`config.mk`:
```
export PLATFORM = sky130hd
export DESIGN_NAME = itl_ctrl
export DESIGN_NICKNAME = d
export VERILOG_FILES = /design/src/rtl/itl_pkg.sv /design/src/rtl/itl_ctrl.sv
export SDC_FILE = /design/constraint.sdc
export NUM_CORES = 1
export LEC_CHECK = 0
export BUFFER_PORTS_ARGS = -buffer_cell sky130_fd_sc_hd__buf_2
export CAP_MARGIN = 10
export CORE_MARGIN = 5
export CORE_UTILIZATION = 52
export CTS_CLUSTER_SIZE = 40
export DETAILED_ROUTE_END_ITERATION = 8
export PLACE_DENSITY = 0.87
export SLEW_MARGIN = 20
export SYNTH_ARGS = -nofsm -noshare
export SYNTH_HDL_FRONTEND = slang
export SYNTH_SLANG_ARGS = --single-unit
```
`constraint.sdc`:
```
create_clock -name clock -period 5.32 [get_ports clock]
set_clock_uncertainty 0.15 [all_clocks]
set_input_delay 1.064 -clock clock [delete_from_list [all_inputs] [get_ports clock]]
set_output_delay 1.064 -clock clock [all_outputs]
set_load 0.02 [all_outputs]
```
`src/rtl/itl_pkg.sv`:
```
// ----------------------------------------------------------------------------
// itl_pkg
// Shared constants, codes and controller/datapath link types for the
// interpolated table lookup.
// ----------------------------------------------------------------------------
package itl_pkg;

   localparam int TABLE_DEPTH = 1024;
   localparam int IDX_W       = $clog2(TABLE_DEPTH);
   localparam int CNT_W       = IDX_W + 1;
   localparam int FRAC_W      = 16;

   typedef enum logic [2:0] {
      KIND_EMPTY  = 3'd0,
      KIND_LOW    = 3'd1,
      KIND_HIGH   = 3'd2,
      KIND_INTERP = 3'd3,
      KIND_EQUAL  = 3'd4
   } result_kind_type;

   typedef enum logic [1:0] {
      ADDR_MID  = 2'd0,
      ADDR_LAST = 2'd1,
      ADDR_LO   = 2'd2,
      ADDR_LOM1 = 2'd3
   } addr_sel_type;

   typedef enum logic [1:0] {
      RES_ZERO   = 2'd0,
      RES_RDVAL  = 2'd1,
      RES_V0     = 2'd2,
      RES_INTERP = 2'd3
   } res_sel_type;

   typedef struct packed {
      logic            accept;
      logic            init;
      logic            cmp;
      addr_sel_type    addr_sel;
      logic            latch0;
      logic            latch1;
      logic            prep;
      logic            div_step;
      logic            mul;
      logic            res_load;
      res_sel_type     res_sel;
      result_kind_type res_kind;
      logic            out_load;
   } cmd_type;

   typedef struct packed {
      logic query;
      logic n_zero;
      logic lo_lt_hi;
      logic lo_ge_n;
      logic lo_zero;
      logic t_equal;
      logic alpha_fixed;
      logic div_last;
   } status_type;

endpackage

```
`src/rtl/itl_ctrl.sv`:
```
// ----------------------------------------------------------------------------
// itl_ctrl
// Sequencer for load and query items: search, neighbour fetch, divide,
// multiply and hand-off to the response register.
// ----------------------------------------------------------------------------
module itl_ctrl import itl_pkg::*; (
   input  logic       clock,
   input  logic       reset,
   input  logic       req_valid,
   output logic       req_ready,
   output logic       rsp_valid,
   input  logic       rsp_ready,
   input  status_type status,
   output cmd_type    cmd
);

   typedef enum logic [12:0] {
      S_IDLE   = 13'b0000000000001,
      S_START  = 13'b0000000000010,
      S_CHECK  = 13'b0000000000100,
      S_CMP    = 13'b0000000001000,
      S_SELECT = 13'b0000000010000,
      S_LAST   = 13'b0000000100000,
      S_RD1    = 13'b0000001000000,
      S_RD2    = 13'b0000010000000,
      S_PREP   = 13'b0000100000000,
      S_DIV    = 13'b0001000000000,
      S_MUL    = 13'b0010000000000,
      S_ADD    = 13'b0100000000000,
      S_FINISH = 13'b1000000000000
   } state_type;

   state_type state_ff, state_in;
   logic      rsp_valid_ff, rsp_valid_in;
   logic      out_free;

   assign req_ready = (state_ff == S_IDLE);
   assign rsp_valid = rsp_valid_ff;
   assign out_free  = !rsp_valid_ff || rsp_ready;

   always_comb begin
      state_in     = state_ff;
      rsp_valid_in = rsp_valid_ff && !rsp_ready;
      cmd          = '0;
      cmd.addr_sel = ADDR_MID;
      cmd.res_sel  = RES_ZERO;
      cmd.res_kind = KIND_EMPTY;
      case (state_ff)
         S_IDLE: begin
            cmd.accept = req_valid;
            if (req_valid) begin
               state_in = S_START;
            end
         end
         S_START: begin
            cmd.init = 1'b1;
            state_in = status.query ? S_CHECK : S_IDLE;
         end
         S_CHECK: begin
            if (status.n_zero) begin
               cmd.res_load = 1'b1;
               state_in     = S_FINISH;
            end else if (status.lo_lt_hi) begin
               state_in = S_CMP;
            end else begin
               state_in = S_SELECT;
            end
         end
         S_CMP: begin
            cmd.cmp  = 1'b1;
            state_in = S_CHECK;
         end
         S_SELECT: begin
            if (status.lo_ge_n) begin
               cmd.addr_sel = ADDR_LAST;
               state_in     = S_LAST;
            end else if (status.lo_zero) begin
               cmd.addr_sel = ADDR_LO;
               state_in     = S_LAST;
            end else begin
               cmd.addr_sel = ADDR_LOM1;
               state_in     = S_RD1;
            end
         end
         S_LAST: begin
            cmd.res_load = 1'b1;
            cmd.res_sel  = RES_RDVAL;
            cmd.res_kind = status.lo_ge_n ? KIND_HIGH : KIND_LOW;
            state_in     = S_FINISH;
         end
         S_RD1: begin
            cmd.latch0   = 1'b1;
            cmd.addr_sel = ADDR_LO;
            state_in     = S_RD2;
         end
         S_RD2: begin
            cmd.latch1 = 1'b1;
            state_in   = S_PREP;
         end
         S_PREP: begin
            if (status.t_equal) begin
               cmd.res_load = 1'b1;
               cmd.res_sel  = RES_V0;
               cmd.res_kind = KIND_EQUAL;
               state_in     = S_FINISH;
            end else begin
               cmd.prep = 1'b1;
               state_in = status.alpha_fixed ? S_MUL : S_DIV;
            end
         end
         S_DIV: begin
            cmd.div_step = 1'b1;
            if (status.div_last) begin
               state_in = S_MUL;
            end
         end
         S_MUL: begin
            cmd.mul  = 1'b1;
            state_in = S_ADD;
         end
         S_ADD: begin
            // form the sum once the product is registered
            cmd.res_load = 1'b1;
            cmd.res_sel  = RES_INTERP;
            cmd.res_kind = KIND_INTERP;
            state_in     = S_FINISH;
         end
         S_FINISH: begin
            if (out_free) begin
               cmd.out_load = 1'b1;
               rsp_valid_in = 1'b1;
               state_in     = S_IDLE;
            end
         end
         default: begin
            state_in = S_IDLE;
         end
      endcase
   end

   always_ff @(posedge clock) begin
      if (reset) begin
         state_ff     <= S_IDLE;
         rsp_valid_ff <= 1'b0;
      end else begin
         state_ff     <= state_in;
         rsp_valid_ff <= rsp_valid_in;
      end
   end

endmodule

```
======== Word-level counts from Yosys, hierarchy flattened ========
Index checks and enable logic that the tools add are counted.
cells by class
  equal/unequal tests ..................... 16
  muxes and demuxes ....................... 32
  reduce and logical (&&, ||, !) cells .... 6
operator list
  operator                                         number
  one-hot mux 13 bit (12 select lines)             1
  two-way mux 13 bit                               6
  two-way mux 1 bit                                15
  one-hot mux 5 bit (3 select lines)               1
  == test 13 x 1 -> 1 bit, second input constant   1
  == test 13 x 10 -> 1 bit, second input constant  1
  == test 13 x 11 -> 1 bit, second input constant  1
  == test 13 x 12 -> 1 bit, second input constant  1
  == test 13 bit, second input constant            1
  == test 13 x 2 -> 1 bit, second input constant   1
  == test 13 x 3 -> 1 bit, second input constant   1
  == test 13 x 4 -> 1 bit, second input constant   1
  == test 13 x 5 -> 1 bit, second input constant   1
  == test 13 x 6 -> 1 bit, second input constant   1
  == test 13 x 7 -> 1 bit, second input constant   1
  == test 13 x 8 -> 1 bit, second input constant   1
  == test 13 x 9 -> 1 bit, second input constant   1
  two-way mux 11 bit                               1
  two-way mux 7 bit                                1
  two-way mux 6 bit                                1
  != test 2 bit, second input constant             3
  two-way mux 5 bit                                1
  two-way mux 2 bit                                2
  one-hot mux 2 bit (2 select lines)               1
  other kinds (7)                                  8
word-level totals
  register bits after elaboration ......... 14
  input port bits ......................... 12
  output and inout bits ................... 19
  word-level logic and storage cells ...... 56

======== Longest topological paths before layout ========
Gate-level depths: netlist of run 1.
  depth in word-level cells ............... 4
  gate-level depth with buffers ........... 7
  gate-level depth less buffers ........... 6

======== Worst setup path before layout of run 1 ========
OpenSTA, ideal clock, no wires.
  kind .................................... register to output
  start ................................... register state_ff[6]
  end ..................................... output port cmd[14] (netlist name)
  arrival time ............................ 2.080 ns
  data required time ...................... 4.106 ns
  path slack .............................. 2.026 ns
  cell stages (with the launch flop) ...... 5
  path through ............................ dfxtp_1 > clkbuf_8 > or4_4 > or3_1 > nor4b_1
RTL lines
  item                      line             source
  start: declaration        itl_ctrl.sv:33   state_type state_ff, state_in;
  start signal: assignment  itl_ctrl.sv:146  state_ff <= state_in;
  end: declaration          itl_ctrl.sv:14   output cmd_type cmd

==> impl_metrics.csv, run 1 <==
group,metric,value,unit
route,remaining_drc_errors,0,
power,p_total,0.2554,mW
worst_setup_path,crit_fanout,10,
timing,rsz0062_at_grt,"false",
floorplanning,start_util,0.5414,
route,wl_per_cell,14.76,um
final_layout,drive_above_1_share,0.3191,
global_route,grt_max_degree,11,
worst_setup_path,reg2reg_from,"state_ff[1]",
worst_setup_path,crit_type,"flop to output pin",
synth,synth.distinct_cells,40,
floorplanning,ios,31,
cts,cts_sinks,14,
route,ant_nets,0,
place,dp_hpwl,1.859,mm
cts,clock_latency,0.30,ns
worst_setup_path,endpoint,"cmd[6]",
floorplanning,die-area,0.002722,mm^2
cts,cts_buffers,3,
cts,clk_pin_slew_worst_paths,0.10,ns
power,ir_drop,0.1875,mV
route,vias,976,
place,gp_congestion,0.9269,
final_layout,antenna_cells,0,
worst_setup_path,crit_required,4.11,ns
synth,synthArstFlopShare,0,
global_route,grt_use_total,0.2056,
synth,synth_top_family_by_area,"simple AND/OR/NAND/NOR gates",
synth,synthSimpleGateAreaFrac,0.4330,
timing,max_clock_freq,0.2963,GHz
cts,ctsHtreeMaxLevel,1,
floorplanning,dieWidth,52.17,um
timing,slew_viol_final,0,
synth,synthAdderAreaFrac,0,
timing,worst_pin_slew,0.4910,ns
final_layout,finish.utilization,0.6440,
floorplanning,fp.dieH,52.17,um
synth,synth-seq-cells,14,
worst_setup_path,arrival,2.16,ns
timing,fin_tns_setup,0,ns
worst_setup_path,reg2regPathDepth,5,
worst_setup_path,end_kind,"output pin",
synth,seq_area_frac_synth,0.3031,
worst_setup_path,timing.rr.end,"state_ff[8]",
timing,min_period_over_period,0.6344,
cts,cts_tree,"built",
timing,layout_min_cycle_time,3.375,ns
global_route,grt_pass1_vias,939,
global_route,grt_first_pass_wirelength,4.112,mm
final_layout,final_common_cell,"buf_2",
final_layout,syn_to_final_growth,18.94,%
synth,postSynthAreaPerCell,8.330,um^2
final_layout,seq_area,280.3,um^2
final_layout,mostFrequentLayoutCells,"buf_2 (30), nor2_1 (14), dfxtp_1 (14)",
worst_setup_path,start_kind,"flop",
synth,syn_nets,123,
power,cellPowerDensity,232.2,mW/mm^2
synth,synthFlopType,"dfxtp_1",
timing,finalHoldViolCount,0,
synth,synth.area.mux_share,0.01083,
global_route,antenna_found_initial,0,
hold_path,hp-class,"flop to flop",
floorplanning,fp.coreArea,0.001708,mm^2
final_layout,nFillCells,145,
synth,synth-compound-area-share,0.1272,
synth,syn_area,924.6,um^2
route,avgViaCountPerCell,5.880,
worst_setup_path,rrSetupSlack,2.98,ns
cts,hold_buffers,0,
cts,post_cts_buffers,0,
flow_run,max-cap-violations,0,
timing,setup_violations,0,
final_layout,multiInputGateArea,571.8,um^2
final_layout,nets,154,
timing,slew_headroom,0.6702,
route,drt-total-wl,2.450,mm
power,p_leak,0.5151,nW
global_route,gr-total-overflow,0,
synth,syn_inst,111,
route,first_pass_iters,4,
place,port-buffer-count,30,
worst_setup_path,crit_start,"state_ff[1]",
floorplanning,fp-row-count,15,
outcome,outcome,"complete, no violations",
synth,synth-xor-area-share,0.04736,
cts,clk_path_buf_depth,2,
cts,ctsResizeCount,0,
synth,yosysWarnings,0,
route,drt-initial-drc-count,38,
synth,synth_edf_count,0,
cts,clockRootBuffer,"clkbuf_4",
-- logic make-up (layout without fill, tap and decap cells) --
group	count (synthesis)	in the layout
AO/OA/AOI/OAI	17	17
buffers and inverters	12	42
AND/OR/NAND/NOR	62	62
flip-flops	14	14
XOR/XNOR	5	5
multiplexers	1	1
-- power breakdown --
part / leakage, nW / internal (mW) / switching (mW)
logic: 0.381 / 0.0245 / 0.0353
registers: 0.113 / 0.108 / 0.00610
clock network: 0.0210 / 0.0418 / 0.0397
total: 0.515 / 0.174 / 0.0811
-- worst max-delay path, stage by stage, from the launching register on --
cell and delay (ns):
dfxtp_1 0.42, or4_4 0.61, or4_4 0.46, nor2_4 0.10, a211o_2 0.11, buf_2 0.16
-- synthesized netlist by cell type, types with 2 or more instances --
| master | count | area [um^2] |
|---|---|---|
| clkbuf_8 | 2 | 27.53 |
| or4_1 | 2 | 15.01 |
| a21oi_1 | 6 | 30.03 |
| nand2_1 | 3 | 11.26 |
| nand4b_1 | 3 | 26.28 |
| nor3b_1 | 3 | 22.52 |
| xnor2_1 | 3 | 26.28 |
| dfxtp_1 | 14 | 280.3 |
| or3_1 | 3 | 18.77 |
| and3b_1 | 2 | 17.52 |
| nor3_1 | 3 | 15.01 |
| inv_1 | 8 | 30.03 |
| nand2b_1 | 2 | 12.51 |
| xor2_1 | 2 | 17.52 |
| nor4b_1 | 3 | 26.28 |
| nand4_1 | 5 | 31.28 |
| nor2b_1 | 2 | 12.51 |
| or4_4 | 3 | 33.78 |
| o21ai_0 | 4 | 20.02 |
| nor4_1 | 5 | 31.28 |
| nor2_1 | 14 | 52.55 |
-- per-stage QoR --
step,instances,hold slack [ns],instance area (um^2),worst slack [ns]
6_report,166,0.4564,1100,1.945
5_1_grt,166,0.4951,1100,1.768
4_1_cts,166,0.4520,1100,1.957
3_5_place_dp,162,0.4330,1064,2.292
3_3_place_gp,162,0.4289,1064,2.310
2_1_floorplan,111,0.3759,924.6,2.026
-- final cells by class --
type / count / area share
Timing Repair Buffer: 30 / 0.1365
Tap cell: 25 / 0.02844
Multi-Input combinational cell: 85 / 0.5199
Inverter: 8 / 0.02730
Clock buffer: 4 / 0.03299
Sequential cell: 14 / 0.2548
-- how the worst min path moves through the flow --
stage / from / endpoint / slack, ns / cells after the start
floorplan: state_ff[7] / state_ff[8] / 0.38 / 2
detailed placement: rsp_valid / rsp_valid / 0.43 / 2
finish: rsp_valid / rsp_valid / 0.46 / 2
global route: rsp_valid / rsp_valid / 0.50 / 2
global placement: rsp_valid / rsp_valid / 0.43 / 2
CTS: state_ff[7] / state_ff[8] / 0.45 / 2
-- state kept, by name (all words and copies together), names as in the netlist --
register and count:
state_ff 13, rsp_valid 1
-- per-layer routing --
metal | routed length [um] | vias up | global-route usage | part of all wire
met5 | 0 | - | 0 | 0
met1 | 1038 | 453 | 0.2308 | 0.42
met2 | 1190 | 43 | 0.3536 | 0.49
met3 | 164 | 5 | 0.04274 | 0.067
li1 | - | 475 | - | -
met4 | 57 | 0 | 0.1234 | 0.023
Note: power is estimated with default switching activity, not from simulation.
==> inputs of run 2 (changes only) <==
- ABC_AREA: unset -> 1
- CORE_UTILIZATION: 52 -> 44
- PLACE_DENSITY: 0.87 -> 0.79
- clock period: 5.32 -> 2.8 ns (I/O delays scaled with it)
==> run 2 against run 1 <==
Design area grew 1.6%. First-iteration DRC count shrank 34%. Global-route usage shrank 4.8 points. Via count grew 3.2%. Sequential share of layout area shrank 0.40 points. Non-clock buffer count is the same. Die area grew 14%. Clock power grew 36%. Largest cell class unchanged.
==> impl_metrics.csv, run 2 <==
group,metric,value,unit
flow_run,max-cap-violations,0,
synth,yosysTopAreaCell,"dfxtp_1",
final_layout,design_area,0.001117,mm^2
synth,synthArstFlopShare,0,
route,first_pass_iters,4,
final_layout,regMostFlops,"state_ff",
timing,min_period_over_period,0.8492,
route,wl_per_cell,11.06,um
synth,synth-xor-area-share,0,
floorplanning,fp-row-count,16,
route,vias,1007,
global_route,grt_pass1_vias,948,
timing,worst_pin_slew,0.2549,ns
cts,clk_path_buf_depth,2,
route,remaining_drc_errors,0,
floorplanning,dieWidth,55.59,um
cts,post_cts_buffers,0,
synth,synth-compound-area-share,0.05746,
hold_path,hp-class,"input port to flop",
cts,clockRootBuffer,"clkbuf_4",
final_layout,drive_above_1_share,0.2637,
global_route,grt_max_degree,13,
worst_setup_path,crit_fanout,7,
cts,cts_buffers,3,
timing,slew_headroom,0.8300,
synth,synth_commonest_cells,"nand2_1 (33), inv_1 (29), nor2_1 (27)",
worst_setup_path,endpoint,"cmd[6]",
synth,synth_top_family_by_area,"simple AND/OR/NAND/NOR gates",
synth,synth_edf_count,0,
floorplanning,start_util,0.4662,
worst_setup_path,arrival,1.67,ns
synth,syn_inst,150,
outcome,outcome,"complete, no violations",
route,drt-initial-drc-count,25,
floorplanning,die-area,0.003090,mm^2
global_route,antenna_found_initial,0,
worst_setup_path,timing.critical_path.slowest_stage_cell,"dfxtp_1",
worst_setup_path,cpMostUsedCell,"nand2_1",
cts,clk_pin_slew_worst_paths,0.08,ns
synth,synth.distinct_cells,22,
power,cellPowerDensity,512.7,mW/mm^2
worst_setup_path,end_kind,"output pin",
cts,clock_latency,0.28,ns
synth,synth-seq-cells,14,
floorplanning,fp.coreArea,0.001962,mm^2
synth,synthSimpleGateAreaFrac,0.5089,
power,p_leak,0.6608,nW
timing,hold_ws,0.3063,ns
synth,seq_area_frac_synth,0.3064,
final_layout,mostFrequentLayoutCells,"nand2_1 (33), buf_2 (30), inv_1 (29)",
final_layout,finish.utilization,0.5695,
route,avgViaCountPerCell,4.818,
cts,cts_tree,"built",
final_layout,nets,196,
timing,fin_tns_setup,0,ns
synth,synth.most_common_cell,"nand2_1",
floorplanning,fp.dieH,55.59,um
cts,ctsResizeCount,0,
worst_setup_path,crit_required,2.09,ns
synth,netlist_top_cells_area,"dfxtp_1 (31%), nand2_1 (14%), inv_1 (12%)",
worst_setup_path,crit_type,"flop to output pin",
final_layout,largest_register_ffs,13,
route,ant_nets,0,
final_layout,final_common_cell,"nand2_1",
synth,syn_area,914.6,um^2
timing,rsz0062_at_grt,"false",
timing,finalHoldViolCount,0,
place,post_dp_cell_area,0.001095,mm^2
power,ir_drop,0.3896,mV
route,drt-total-wl,2.312,mm
timing,setup_violations,0,
synth,synth_top_area_frac,0.3064,
worst_setup_path,timing.rr.end,"state_ff[10]",
synth,yosysWarnings,0,
timing,max_clock_freq,0.4206,GHz
synth,syn_nets,162,
cts,cts_sinks,14,
worst_setup_path,crit_start,"state_ff[4]",
cts,ctsHtreeMaxLevel,1,
place,gp_congestion,0.8751,
cts,hold_buffers,0,
global_route,grt_first_pass_wirelength,3.946,mm
worst_setup_path,reg2reg_from,"state_ff[4]",
worst_setup_path,start_kind,"flop",
final_layout,syn_to_final_growth,22.16,%
worst_setup_path,reg2regPathDepth,9,
synth,synthAdderAreaFrac,0,
global_route,grt_use_total,0.1577,
synth,synthFlopType,"dfxtp_1",
worst_setup_path,slowest_delay,0.34,ns
worst_setup_path,rrSetupSlack,1.10,ns
worst_setup_path,worstPathCellList,"nor2_2 > nand2_4 > nor2_8 > nand2_1 > nand2_1 > nor2_1 > nand2_1 > buf_2",
global_route,gr-total-overflow,0,
synth,synth.area.mux_share,0,
timing,layout_min_cycle_time,2.378,ns
floorplanning,ios,31,
place,dp_hpwl,1.906,mm
synth,postSynthAreaPerCell,6.098,um^2
final_layout,antenna_cells,0,
power,p_total,0.5729,mW
place,port-buffer-count,30,
timing,slew_viol_final,0,
-- run 2: kinds of logic (layout without fill, tap and decap cells) --
group           Yosys count  after routing
buf+inv                  31             63
compound gates           10             10
flops                    14             14
simple gates             95             95
-- run 2: worst max-delay path, delay by kind of cell (launching register included) --
family	cells	cell delay [ns]
buf+inv	1	0.17
flops	1	0.34
simple gates	7	0.88
-- run 2: worst min path at each step --
stage / from / to / slack, ns / depth (start not counted)
CTS: status[5] / state_ff[4] / 0.30 / 2
global placement: rsp_valid / rsp_valid / 0.32 / 2
finish: status[5] / state_ff[4] / 0.31 / 2
detailed placement: rsp_valid / rsp_valid / 0.35 / 2
floorplan: state_ff[12] / rsp_valid / 0.36 / 2
global route: status[5] / state_ff[4] / 0.30 / 2
-- run 2: power breakdown --
part	internal (mW)	leakage, nW	total, mW	switching, mW
Clock	0.0498	0.0138	0.111	0.0614
Combinational	0.0756	0.534	0.237	0.161
Sequential	0.215	0.113	0.225	0.0104
Total	0.340	0.661	0.573	0.233
-- run 2: layout make-up --
class                           instances  area [um^2]
Fill cell                             214        844.6
Timing Repair Buffer                   30        150.1
Sequential cell                        14        280.3
Inverter                               30        112.6
Tap cell                               27        33.78
Multi-Input combinational cell        105        518.0
Clock buffer                            3        22.52
-- run 2: per-layer routing --
metal / wire length [um] / share of wire / vias up / global-route usage
li1: - / - / 527 / -
met1: 1004 / 0.43 / 433 / 0.1822
met2: 1105 / 0.48 / 43 / 0.2703
met3: 161 / 0.070 / 4 / 0.03944
met4: 40 / 0.017 / 0 / 0.07292
met5: 0 / 0 / - / 0
-- run 2: per-stage QoR --
| step | setup slack [ns] | instances |
|---|---|---|
| 6_report | 0.4222 | 209 |
| 5_1_grt | 0.2610 | 209 |
| 4_1_cts | 0.4119 | 209 |
| 3_5_place_dp | 0.7375 | 206 |
| 3_3_place_gp | 0.7814 | 206 |
| 2_1_floorplan | 0.7446 | 150 |
==> inputs of run 3 (changes only) <==
- ABC_AREA: 1 -> 0
- CORE_UTILIZATION: 44 -> 49
- PLACE_DENSITY: 0.79 -> 0.83
- clock period: 2.8 -> 2.3 ns (I/O delays scaled with it)
==> run 3 against run 2 <==
The run now ends with setup timing left. Design area up 40%. Total power up 24%. Worst hold slack worse by 0.13 ns. First-iteration DRC count up 140%. Final cell count down 8.1%. Sequential power up 15%. Utilization up 32 points. Sequential cell count unchanged. Clock-buffer cell count up 1. Non-clock buffer count up 26. Die area down 7.6%. Critical path type unchanged. Largest cell class unchanged. Highest routed layer unchanged.
==> impl_metrics.csv, run 3 (synthesis gave the netlist of run 1 again) <==
group,metric,value,unit
worst_setup_path,reg2reg_from,"state_ff[4]",
global_route,antenna_found_initial,0,
hold_path,whs_endpoint,"state_ff[4]",
route,ant_nets,0,
worst_setup_path,reg2regPathDepth,7,
timing,setup_violations,19,
final_layout,drive_above_1_share,0.5629,
final_layout,nets,180,
power,combPwrFrac,0.371,
power,p_total,0.7121,mW
cts,cts_tree,"built",
final_layout,final_common_cell,"buf_4",
worst_setup_path,crit_required,1.69,ns
timing,slew_viol_final,0,
timing,max_clock_freq,0.3789,GHz
floorplanning,fp.coreArea,0.001764,mm^2
global_route,gr-total-overflow,0,
power,cellPowerDensity,455.3,mW/mm^2
cts,ctsHtreeMaxLevel,1,
route,first_pass_iters,4,
final_layout,largest_register_ffs,13,
final_layout,fin_cells,192,
floorplanning,start_util,0.5241,
place,dp_cells,178,
flow_run,max-cap-violations,0,
cts,clockRootBuffer,"clkbuf_4",
worst_setup_path,timing.rr.end,"state_ff[1]",
cts,cts_buffers,3,
cts,clk_path_buf_depth,2,
timing,worst_pin_slew,0.3760,ns
route,drt-total-wl,4.051,mm
timing,finalHoldViolCount,0,
route,wl_per_cell,21.10,um
power,p_clk_frac,0.266,
power,intPower,0.4723,mW
timing,layout_min_cycle_time,2.639,ns
worst_setup_path,crit_type,"flop to output pin",
global_route,grt_pass1_vias,1125,
hold_path,hp-class,"input port to flop",
worst_setup_path,arrival,2.03,ns
worst_setup_path,rrSetupSlack,0,ns
timing,rsz0062_at_grt,"true",
outcome,violations,"setup timing",
power,p_leak,0.6923,nW
final_layout,antenna_cells,0,
floorplanning,dieWidth,53.44,um
timing,slew_headroom,0.7493,
power,switching_share,0.3367,
place,place_ws,-0.05673,ns
power,p_sw,0.2398,mW
global_route,grt_first_pass_wirelength,5.023,mm
place,dp_hpwl,2.163,mm
global_route,grt_max_degree,10,
route,remaining_drc_errors,0,
outcome,outcome,"finished, violations left",
hold_path,holdCritStartpoint,"status[5]",
place,port-buffer-count,30,
cts,clock_latency,0.30,ns
worst_setup_path,start_kind,"flop",
place,gp_congestion,0.9580,
final_layout,regMostFlops,"state_ff",
timing,min_period_over_period,1.147,
power,power_frac_seq,0.363,
timing,fin_ws,-0.3392,ns
route,drt-initial-drc-count,60,
global_route,grt_use_total,0.2414,
worst_setup_path,crit_fanout,2,
floorplanning,die-area,0.002856,mm^2
final_layout,syn_to_final_growth,69.15,%
hold_path,holdPathStages,2,
floorplanning,ios,31,
final_layout,mostFrequentLayoutCells,"buf_4 (27), buf_6 (17), nor2_1 (13)",
route,avgViaCountPerCell,6.396,
worst_setup_path,end_kind,"output pin",
power,ir_drop,0.4720,mV
route,vias,1228,
floorplanning,fp-row-count,15,
cts,clk_pin_slew_worst_paths,0.09,ns
timing,fin_tns_setup,-4.023,ns
floorplanning,fp.dieH,53.44,um
cts,cts_sinks,14,
==> run 3: cell types whose count changed in the layout (fill, tap and decap cells not counted), sizes merged, moves of 4 or more <==
cell and change:
nor2 -18, buf +26, nand4 +4, or4 +5, inv -22, nand3 -11, nand2 -33
==> run 3: per-layer routing <==
| layer | GRT usage | vias to the layer above | routed length, um |
|---|---|---|---|
| met3 | 0.02817 | 22 | 389 |
| li1 | - | 529 | - |
| met5 | 0 | - | 0 |
| met2 | 0.4143 | 90 | 2059 |
| met4 | 0.1489 | 0 | 193 |
| met1 | 0.2799 | 587 | 1409 |
==> run 3: worst max-delay path: stages, from the launching register on <==
cell and delay [ns]:
dfxtp_2 0.34, or4_4 0.56, or3_4 0.43, nor4b_4 0.21, buf_4 0.18
==> run 3: cell type report <==
type | instances | area (um^2)
multi-input combinational | 85 | 726.9
sequential | 14 | 285.3
tap | 25 | 31.28
timing repair buffer | 56 | 454.2
fill | 83 | 200.2
clock buffer | 4 | 36.28
inverter | 8 | 30.03
==> run 3: power groups by stage <==
stage	clock (mW)	combinational, mW	sequential [mW]
CTS	0.184	0.194	0.256
finish	0.190	0.264	0.259
global route	0.198	0.279	0.260
floorplan	0	0.116	0.259
detailed placement	0	0.167	0.261
global placement	0	0.159	0.261
==> run 3: worst max path at each step <==
stage | start | endpoint | cells after the start
global placement | state_ff[4] | state_ff[8] | 7
finish | state_ff[4] | cmd[14] | 4
detailed placement | state_ff[4] | state_ff[8] | 7
global route | state_ff[4] | cmd[0] | 6
floorplan | state_ff[1] | cmd[1] | 5
CTS | state_ff[4] | cmd[0] | 6
==> run 3: repair_timing <==
action	in CTS	in global routing
cloned	0	0
setup buffers	6	4
gates resized for setup	18	45
pin swaps	5	16
endpoints found under the hold margin	0	0
endpoints found under the setup margin	23	27
hold buffers	0	0
==> run 3: stage by stage <==
stage	area, um^2	util	hold WS [ns]
detailed placement	1221	0.6922	0.4559
global placement	1221	0.6922	0.4200
floorplan	962.2	-	0.3859
CTS	1370	0.7766	0.1901
finish	1564	0.8865	0.1753
global route	1564	0.8865	0.1898
